===== config.mk =====
export PLATFORM = sky130hd
export DESIGN_NAME = pixel_blend_modulate_unit
export DESIGN_NICKNAME = d
export VERILOG_FILES = /design/src/design/pbm_pkg.sv /design/src/design/pbm_lerp.sv /design/src/design/pbm_datapath.sv /design/src/design/pixel_blend_modulate_unit.sv
export SDC_FILE = /design/constraint.sdc
export NUM_CORES = 2
export LEC_CHECK = 0
export BUFFER_PORTS_ARGS = -buffer_cell sky130_fd_sc_hd__buf_2
export CORE_MARGIN = 1.5
export CORE_UTILIZATION = 66
export CTS_BUF_LIST = sky130_fd_sc_hd__clkbuf_2 sky130_fd_sc_hd__clkbuf_4 sky130_fd_sc_hd__clkbuf_8
export DETAILED_ROUTE_END_ITERATION = 7
export GPL_TIMING_DRIVEN = 0
export PLACE_DENSITY = 0.86
export SKIP_CTS_REPAIR_TIMING = 1
export SLEW_MARGIN = 20
export SYNTH_ARGS = -nofsm -noshare
export SYNTH_HDL_FRONTEND = slang
export SYNTH_SLANG_ARGS = --single-unit

===== constraint.sdc =====
create_clock -name clock -period 11.05 [get_ports clock]
set_input_delay 0 -clock clock [delete_from_list [all_inputs] [get_ports clock]]
set_output_delay 0 -clock clock [all_outputs]
set_load 0.01 [all_outputs]

===== src/design/pbm_pkg.sv =====
// Shared types, operation codes and channel masks for the pixel blend and modulate unit.
`default_nettype none
package pbm_pkg;

   typedef logic [2:0]  cmd_type;
   typedef logic [31:0] pixel_type;
   typedef logic [8:0]  weight_type;

   localparam cmd_type CMD_BLEND32_ALPHA = 3'd0;
   localparam cmd_type CMD_BLEND32_SRC   = 3'd1;
   localparam cmd_type CMD_BLEND16_ALPHA = 3'd2;
   localparam cmd_type CMD_SELECT16      = 3'd3;
   localparam cmd_type CMD_SELECT16X2    = 3'd4;
   localparam cmd_type CMD_MUL16         = 3'd5;
   localparam cmd_type CMD_MUL32_KEEP_A  = 3'd6;
   localparam cmd_type CMD_MUL32_ALL     = 3'd7;

   localparam pixel_type RB32_MASK = 32'h00FF_00FF;
   localparam pixel_type XG32_MASK = 32'h0000_FF00;
   localparam pixel_type RB16_MASK = 32'h0000_7C1F;
   localparam pixel_type XG16_MASK = 32'h0000_03E0;

endpackage
`default_nettype wire


===== src/design/pbm_lerp.sv =====
// Two-lane linear interpolation between a destination and a source pixel, 32-bit or 16-bit masks.
`default_nettype none
module pbm_lerp (
   input  pbm_pkg::pixel_type  pixel_d,
   input  pbm_pkg::pixel_type  pixel_s,
   input  pbm_pkg::weight_type weight,
   input  logic                is16,
   output pbm_pkg::pixel_type  blended
);
   import pbm_pkg::*;

   pixel_type mask_rb;
   pixel_type mask_xg;
   pixel_type d_rb;
   pixel_type d_xg;
   pixel_type diff_rb;
   pixel_type diff_xg;
   pixel_type prod_rb;
   pixel_type prod_xg;
   pixel_type shift_rb;
   pixel_type shift_xg;
   pixel_type sum_rb;
   pixel_type sum_xg;

   always_comb begin
      mask_rb  = is16 ? RB16_MASK : RB32_MASK;
      mask_xg  = is16 ? XG16_MASK : XG32_MASK;
      d_rb     = pixel_d & mask_rb;
      d_xg     = pixel_d & mask_xg;
      // Differences wrap modulo 2^32, as do the products.
      diff_rb  = (pixel_s & mask_rb) - d_rb;
      diff_xg  = (pixel_s & mask_xg) - d_xg;
      prod_rb  = diff_rb * {23'd0, weight};
      prod_xg  = diff_xg * {23'd0, weight};
      shift_rb = is16 ? (prod_rb >> 5) : (prod_rb >> 8);
      shift_xg = is16 ? (prod_xg >> 5) : (prod_xg >> 8);
      sum_rb   = shift_rb + d_rb;
      sum_xg   = shift_xg + d_xg;
      blended  = (sum_rb & mask_rb) | (sum_xg & mask_xg);
   end

endmodule
`default_nettype wire


===== src/design/pbm_datapath.sv =====
// Combinational operation logic: blends, alpha selects and channel multiplies.
`default_nettype none
module pbm_datapath (
   input  pbm_pkg::cmd_type    cmd,
   input  pbm_pkg::pixel_type  pixel_a,
   input  pbm_pkg::pixel_type  pixel_b,
   input  pbm_pkg::weight_type alpha,
   output pbm_pkg::pixel_type  pixel_out
);
   import pbm_pkg::*;

   logic [7:0]  src_alpha;
   weight_type  lerp_weight;
   logic        lerp_is16;
   pixel_type   lerp_out;
   logic [15:0] sel_lo;
   logic [15:0] sel_hi;
   logic [9:0]  m16_r;
   logic [9:0]  m16_g;
   logic [9:0]  m16_b;
   logic [15:0] m32_a;
   logic [15:0] m32_r;
   logic [15:0] m32_g;
   logic [15:0] m32_b;

   assign src_alpha = pixel_b[31:24];

   always_comb begin
      lerp_is16 = (cmd == CMD_BLEND16_ALPHA);
      // Source alpha above half gets a bump of one, so the weight runs up to 256.
      if (cmd == CMD_BLEND32_SRC) begin
         lerp_weight = {1'b0, src_alpha} + {8'd0, src_alpha[7]};
      end else begin
         lerp_weight = alpha;
      end
   end

   pbm_lerp u_lerp (
      .pixel_d (pixel_a),
      .pixel_s (pixel_b),
      .weight  (lerp_weight),
      .is16    (lerp_is16),
      .blended (lerp_out)
   );

   // A set source bit 15 takes the destination's bit 15 and the source's low bits.
   always_comb begin
      sel_lo = pixel_b[15] ? {pixel_a[15], pixel_b[14:0]} : {1'b0, pixel_a[14:0]};
      sel_hi = pixel_b[31] ? {pixel_a[31], pixel_b[30:16]} : {1'b0, pixel_a[30:16]};
   end

   always_comb begin
      m16_r = {5'd0, pixel_a[14:10]} * {5'd0, pixel_b[14:10]};
      m16_g = {5'd0, pixel_a[9:5]} * {5'd0, pixel_b[9:5]};
      m16_b = {5'd0, pixel_a[4:0]} * {5'd0, pixel_b[4:0]};
      m32_a = {8'd0, pixel_a[31:24]} * {8'd0, pixel_b[31:24]};
      m32_r = {8'd0, pixel_a[23:16]} * {8'd0, pixel_b[23:16]};
      m32_g = {8'd0, pixel_a[15:8]} * {8'd0, pixel_b[15:8]};
      m32_b = {8'd0, pixel_a[7:0]} * {8'd0, pixel_b[7:0]};
   end

   always_comb begin
      unique case (cmd)
         CMD_BLEND32_ALPHA: pixel_out = lerp_out;
         CMD_BLEND32_SRC: begin
            if (src_alpha == 8'h00) begin
               pixel_out = pixel_a;
            end else if (src_alpha == 8'hFF) begin
               pixel_out = pixel_b;
            end else begin
               pixel_out = {src_alpha, lerp_out[23:0]};
            end
         end
         CMD_BLEND16_ALPHA: pixel_out = {16'd0, lerp_out[15:0]};
         CMD_SELECT16:      pixel_out = {16'd0, sel_lo};
         CMD_SELECT16X2:    pixel_out = {sel_hi, sel_lo};
         CMD_MUL16: begin
            pixel_out = {16'd0, pixel_a[15] & pixel_b[15], m16_r[9:5], m16_g[9:5],
                         m16_b[9:5]};
         end
         CMD_MUL32_KEEP_A: begin
            pixel_out = {pixel_a[31:24], m32_r[15:8], m32_g[15:8], m32_b[15:8]};
         end
         default: begin
            pixel_out = {m32_a[15:8], m32_r[15:8], m32_g[15:8], m32_b[15:8]};
         end
      endcase
   end

endmodule
`default_nettype wire


===== src/design/pixel_blend_modulate_unit.sv =====
// A request is captured in the input register; the datapath works on it combinationally
// and the result register holds its result for the response outputs.
// Throughput: one request per cycle; the input and result registers form a
// two-stage pipeline that advances whenever the result side is not stalled.
// The result register parts the channels, so one more request is taken while a result waits.
// Reset clears both stage valid bits; data registers are not reset.
`default_nettype none
module pixel_blend_modulate_unit (
   input  wire                 clock,
   input  wire                 reset,
   input  wire                 req_valid,
   output logic                req_stall,
   input  pbm_pkg::cmd_type    req_cmd,
   input  pbm_pkg::pixel_type  req_pixel_a,
   input  pbm_pkg::pixel_type  req_pixel_b,
   input  pbm_pkg::weight_type req_alpha,
   output logic                rsp_valid,
   input  wire                 rsp_stall,
   output pbm_pkg::pixel_type  rsp_pixel_out
);
   import pbm_pkg::*;

   logic       in_valid_ff;
   logic       in_valid_in;
   cmd_type    in_cmd_ff;
   pixel_type  in_pixel_a_ff;
   pixel_type  in_pixel_b_ff;
   weight_type in_alpha_ff;
   logic       out_valid_ff;
   logic       out_valid_in;
   pixel_type  out_pixel_ff;
   pixel_type  out_pixel_in;
   logic       out_load;
   logic       in_load;

   pbm_datapath u_datapath (
      .cmd       (in_cmd_ff),
      .pixel_a   (in_pixel_a_ff),
      .pixel_b   (in_pixel_b_ff),
      .alpha     (in_alpha_ff),
      .pixel_out (out_pixel_in)
   );

   always_comb begin
      out_load     = !out_valid_ff || !rsp_stall;
      in_load      = !in_valid_ff || out_load;
      req_stall    = !in_load;
      in_valid_in  = in_load ? req_valid : in_valid_ff;
      out_valid_in = out_load ? in_valid_ff : out_valid_ff;
   end

   always_ff @(posedge clock) begin
      if (reset) begin
         in_valid_ff  <= 1'b0;
         out_valid_ff <= 1'b0;
      end else begin
         in_valid_ff  <= in_valid_in;
         out_valid_ff <= out_valid_in;
      end
   end

   always_ff @(posedge clock) begin
      if (in_load && req_valid) begin
         in_cmd_ff     <= req_cmd;
         in_pixel_a_ff <= req_pixel_a;
         in_pixel_b_ff <= req_pixel_b;
         in_alpha_ff   <= req_alpha;
      end
      if (out_load && in_valid_ff) begin
         out_pixel_ff <= out_pixel_in;
      end
   end

   assign rsp_valid     = out_valid_ff;
   assign rsp_pixel_out = out_pixel_ff;

endmodule
`default_nettype wire


======== Word level (Yosys, flattened, before mapping) ========
Cells that the tools add are included.
storage, ports and cells
  output and inout port bits .............. 34
  input bits .............................. 80
  logic and storage cells ................. 56
  bits in registers ....................... 110
operators by class
  bitwise operators ....................... 8
  reduce and logical (&&, ||, !) cells .... 10
  eq/ne operators ......................... 7
  muxes and demuxes ....................... 10
  add/sub/neg operators ................... 5
  $mul .................................... 9
operators by type and width
  kind                number
  $pmux 32 s7         1
  $and 32x16->32      3
  $and 32x32->32      2
  $mul 32x9->32       2
  $mul 8x8->16        4
  $sub 32x32->32      2
  $mux 27             2
  $mux 16             3
  $mux 24             2
  $add 27x32->32      1
  $add 32x32->32      1
  $and 32x24->32      1
  $mux 32             1
  $or 32x32->32       1
  $mul 5x5->10        3
  $add 8x1->9         1
  $eq 3x3->1 const B  3
  $mux 9              1
  $eq 8x8->1 const B  1
  $logic_not 8->1     1
  $eq 3x2->1 const B  2
  $logic_not 1->1     4
  $eq 3x1->1 const B  1
  $logic_not 3->1     1
  3 further kinds     5

======== Depth between registers and ports, before layout ========
  depth after elaboration ................. 12
  mapped depth ............................ 43
  depth with buffers taken out ............ 41

======== By module ========
Synthesis repeated with hierarchy kept, for this count alone.
unflattened totals
  cell total of the unflattened synthesis .. 3,306
  area, all modules ....................... 28,984.0 um2
modules (own cells, without submodules)
  module                     instances  cells an instance  seq. area each (um2)  area each (um2)
  pbm_lerp                   1          1,829              0.0                   14,656.6
  pbm_datapath               1          1,359              0.0                   10,998.0
  pixel_blend_modulate_unit  1          118                3,283.1               3,329.4

======== Worst setup path after synthesis ========
Ideal clock, no wire load.
  kind .................................... reg-to-reg
  start ................................... register in_cmd_ff[1]
  end ..................................... register out_pixel_ff[23] (netlist: rsp_pixel_out[23]) (data pin)
  required time ........................... 10.791 ns
  setup slack ............................. 1.453 ns
  arrival ................................. 9.339 ns
  library setup time ...................... 0.259 ns
  cell stages (with the launch flop) ...... 41
  cells stage by stage .................... edfxtp_1 -> clkinv_1 -> nor3_1 -> clkbuf_1 -> clkbuf_1 -> nand2_1 -> ha_1 -> clkbuf_1 -> a21o_1 -> a2111oi_0 -> a221o_1 -> a31oi_1 -> o21ai_0 -> xnor2_1 -> nand2_1 -> fa_1 -> inv_1 -> fa_1 -> [5 not listed] -> a21o_1 -> a221oi_1 -> nand2b_1 -> o21a_1 -> o211ai_2 -> and2_1 -> nor2b_1 -> o21ai_0 -> nand2b_1 -> xnor2_1 -> o21ai_0 -> ha_1 -> a21o_1 -> a2111oi_0 -> o31ai_1 -> a31oi_1 -> xor2_1 -> a211o_1
between the ends
  cells in the longest elaborated chain, start to end .. 12
  elaborated cells between the ends (all ways) .. 28
ends and longest elaborated chain
  item                                                     RTL line                                text
  start: declaration                                       pixel_blend_modulate_unit.sv:25         cmd_type in_cmd_ff;
  start signal: assignment                                 pixel_blend_modulate_unit.sv:64         in_cmd_ff <= req_cmd;
  $eq 3x2->1                                               pbm_datapath.sv:29, pbm_datapath.sv:63
  $mux 24 / $mux 16 (equally long branches)                pbm_lerp.sv:26, pbm_lerp.sv:27
  $and 32x24->32, or another cell as far along             pbm_lerp.sv:31                          diff_rb = (pixel_s & mask_rb) - d_rb;
  $sub 32x32->32 (on tied branches)                        pbm_lerp.sv:31, pbm_lerp.sv:32
  $mul 32x9->32 (on tied branches)                         pbm_lerp.sv:33, pbm_lerp.sv:34
  $mux 27 (on tied branches)                               pbm_lerp.sv:35, pbm_lerp.sv:36
  $add 27x32->32 / $add 32x32->32 (equally long branches)  pbm_lerp.sv:37, pbm_lerp.sv:38
  $and 32x32->32 / $and 32x16->32 (equally long branches)  pbm_lerp.sv:39                          blended = (sum_rb & mask_rb) | (sum_xg & mask_xg);
  $or 32x32->32                                            pbm_lerp.sv:39
  $mux 24                                                  pbm_datapath.sv:68                      end else if (src_alpha == 8'hFF) begin
  $mux 32                                                  pbm_datapath.sv:66                      if (src_alpha == 8'h00) begin
  $pmux 32 s7 *                                            pbm_datapath.sv:63                      unique case (cmd)
  via out_pixel_in[23]                                     pixel_blend_modulate_unit.sv:32         pixel_type out_pixel_in;
  end signal: assignment                                   pixel_blend_modulate_unit.sv:70         out_pixel_ff <= out_pixel_in;
  end: declaration                                         pixel_blend_modulate_unit.sv:31         pixel_type out_pixel_ff;
Mark *: on every way through the listed nets, which the timed path passes. The rest lies on a longest branch.
A chain may end at the register's enable or synchronous reset.

======== Final worst setup path ========
  start ................................... register in_cmd_ff[2]
  end ..................................... register out_pixel_ff[23] (netlist: rsp_pixel_out[23]) (data pin)
The elaborated chain is that of the path after synthesis.

==> flow_summary_export.csv <==
group,metric,value,unit
run_status,status,"finished, final reports clean",
yosys,yosys_warnings,0,
clock_tree,clk_latency,0.45,ns
worst_hold_path,hold_class,"in -> reg",
timing,slew_headroom,20.4,%
placement,place.gp.congestion,1.01,
placement,place_ws,-0.945,ns
die,coreArea,42100,sq um
timing,finalCritPeriodShare,97.5,%
yosys,synth-edff-count,108,
cells_and_area,drive_gt1_share,5.92,%
job,max_cap_violations,0,
timing,fmax,92.8,MHz
worst_setup_path,critPathKind,"reg -> reg",
clock_tree,cts_buffers,9,
yosys,ys_async_sr_fraction,0,%
routing,post-route-drc-count,0,
cells_and_area,nets,4332,
cells_and_area,fin_util,73.4,%
clock_tree,cts.sink_count,110,
routing,wl,85800,um
clock_tree,clock_path_buffers,2,
routing,wl_per_cell,21.2,um
timing,worst_slack,0.279,ns
die,dieArea,44100,sq um
worst_setup_path,end_kind,"flop",
global_route,grt_max_degree,29,
die,io_pins,114,
clock_tree,cts_root_buffer,"clkbuf_8",
clock_tree,cts_tree,"built",
placement,dp.cells,3953,
timing,hold_violations,0,
worst_setup_path,cp-start-kind,"flop",
worst_setup_path,max_stage_delay,0.56,ns
placement,post-dp-hpwl,67200,um
die,start_util,67.2,%
routing,dr_total_vias,25000,
cells_and_area,fin_cells,4056,
yosys,synth_seq_area_share,11.6,%
yosys,synth_nets,4119,
timing,maxSlewViolCount,0,
worst_setup_path,crit_required,11.24,ns
die,rows,75,
global_route,grtUsageTotal,38.5,%
clock_tree,htreeDepth,3,
worst_setup_path,path_max_fanout,10,
yosys,ys.flop_type,"edfxtp_1",
yosys,synth-seq-cells,110,
routing,drt_iter0_markers,2979,
worst_setup_path,arrival,10.96,ns
routing,routed_via_density,6.15,
placement,io_buffers,113,
timing,setup_violations,0,
cells_and_area,fillCellCount,3016,
worst_setup_path,crit_top_cell,"fa_1",
yosys,syn_area,28300,sq um
worst_setup_path,critPathSlowestCell,"edfxtp_1",
clock_tree,clk_pin_slew,0.12,ns
global_route,grt_pass1_vias,24700,
global_route,antenna_found_initial,3,
routing,drt_pre_antenna_iters,6,
yosys,synth_cell_type_count,83,
cells_and_area,final_cell_area,30900,sq um
timing,tightest_slew,1.19,ns
routing,drtAntennaViolNets,0,
yosys,synthCells,3298,
die,die_w,210,um
die,die_h,210,um
timing,post-route-min-period,10.77,ns
global_route,grt_pass1_wl,131000,um
placement,dpl-instance-area,29600,sq um
yosys,synth.avg_cell_area,8.58,sq um
timing,fin_skew,0.0209,ns
cells_and_area,syn_to_final_growth,9.35,%
global_route,overflow,0,
==> Yosys cell counts, types with 4 or more instances <==
library cell | count | area [sq um]
fa_1 | 432 | 8650
a31oi_1 | 15 | 93.8
edfxtp_1 | 108 | 3240
buf_1 | 14 | 52.6
o31ai_1 | 10 | 75.1
or2_2 | 4 | 25.0
nand3b_1 | 4 | 30.0
and3_1 | 18 | 113
a31o_2 | 4 | 35.0
o21ai_0 | 103 | 515
a222oi_1 | 5 | 50.1
clkbuf_1 | 124 | 465
a211oi_1 | 16 | 120
a2111oi_0 | 4 | 35.0
ha_1 | 309 | 3870
nand3_1 | 28 | 140
o311ai_0 | 4 | 35.0
o21bai_1 | 18 | 135
a21o_1 | 35 | 263
mux2_2 | 4 | 45.0
a21boi_0 | 4 | 30.0
nand2_1 | 449 | 1690
o21a_1 | 18 | 135
o22ai_1 | 14 | 87.6
a22oi_1 | 14 | 105
o211ai_1 | 8 | 60.1
nor3_1 | 29 | 145
nand2b_1 | 46 | 288
nor4_1 | 6 | 37.5
or3_1 | 11 | 68.8
and2_1 | 164 | 1030
xnor2_1 | 106 | 928
nor2b_1 | 23 | 144
mux2i_1 | 26 | 260
inv_1 | 588 | 2210
a21oi_1 | 119 | 596
o221ai_1 | 17 | 149
nand4_1 | 10 | 62.6
a221o_1 | 5 | 50.1
nor2_1 | 238 | 893
xor2_1 | 60 | 526
a221oi_1 | 11 | 96.3
o31a_1 | 4 | 35.0
==> sequential cells by signal, summed over array words and instances (netlist names) <==
register / count
in_pixel_a_ff: 32
in_pixel_b_ff: 32
rsp_pixel_out: 32
in_alpha_ff: 9
in_cmd_ff: 3
in_valid_ff: 1
rsp_valid: 1
==> metrics by stage <==
step | hold slack [ns] | TNS, ns
after detailed placement | 0.178 | -4.41
after global placement | 0.176 | -4.80
after CTS | -0.300 | -5.22
final | 0.0849 | 0
after floorplan | 0.0724 | 0
after global routing | 0.0868 | -0.0974
==> area by class of cell <==
| type | count | area (sq um) | share of cell area [%] |
|---|---|---|---|
| inverter | 590 | 2220 | 7.17 |
| timing repair buffer | 205 | 1500 | 4.84 |
| buffer | 138 | 543 | 1.76 |
| sequential | 110 | 3280 | 10.6 |
| antenna | 1 | 2.50 | 0.00809 |
| clock inverter | 7 | 88.8 | 0.287 |
| clock buffer | 9 | 124 | 0.400 |
| tap | 539 | 674 | 2.18 |
| multi-input combinational | 2457 | 22500 | 72.7 |
==> kinds of logic (layout without fill, tap and decap cells) <==
family                   after synthesis  in the layout  share of synthesized area, %
AND/OR/NAND/NOR                     1046           1046                          17.0
adder cells (fa/ha/maj)              741            741                          44.2
buffers and inverters                731            949                          9.73
AO/OA/AOI/OAI                        471            471                          11.0
XOR/XNOR                             169            169                          5.36
flip-flops                           110            110                          11.6
multiplexers                          30             30                          1.08
other                                  0              1                             0
==> worst max-delay path: cells and delay by family (launching register included) <==
family                     cells  cell delay [ns]
AOI/OAI and AO/OA             16             3.48
adders and majority gates      7             3.03
and+or+nand+nor                8             1.80
buffers and inverters          6             0.85
xor gates and xnor gates       3             0.76
DFF                            1             0.56
==> placed cells by master, fill, tap and decap left out, types with 26 or more instances in the layout <==
cell	netlist	final
ha_1	309	309
mux2i_1	26	26
clkbuf_1	124	115
a21o_1	35	35
nor3_1	29	28
dlygate4sd3_1	0	79
nand3_1	28	28
xnor2_1	106	101
nor2_1	238	236
xor2_1	60	54
and2_1	164	164
buf_2	2	116
fa_1	432	432
inv_1	588	588
o21ai_0	103	101
edfxtp_1	108	108
nand2b_1	46	46
a21oi_1	119	113
nand2_1	449	447
==> worst paths after layout <==
path           startpoint  depth (start not counted)  slack, ns                 to
max          in_cmd_ff[2]                         40       0.28  rsp_pixel_out[23]
min             rsp_stall                          2       0.08   rsp_pixel_out[2]
max reg2reg  in_cmd_ff[2]                         40       0.28  rsp_pixel_out[23]
min reg2reg   in_valid_ff                          1       0.78   rsp_pixel_out[2]
==> metal layers <==
metal / GRT usage [%] / up-vias / wire, um
met2: 61.4 / 1575 / 39300
met1: 50.0 / 12100 / 31800
met3: 8.13 / 346 / 9630
li1: - / 11000 / -
met5: 0 / - / 0
met4: 19.2 / 0 / 5120
Power is left out: the tool's default activity adds up to more than one toggle a clock period on the data nets, which glitch-free logic cannot reach.
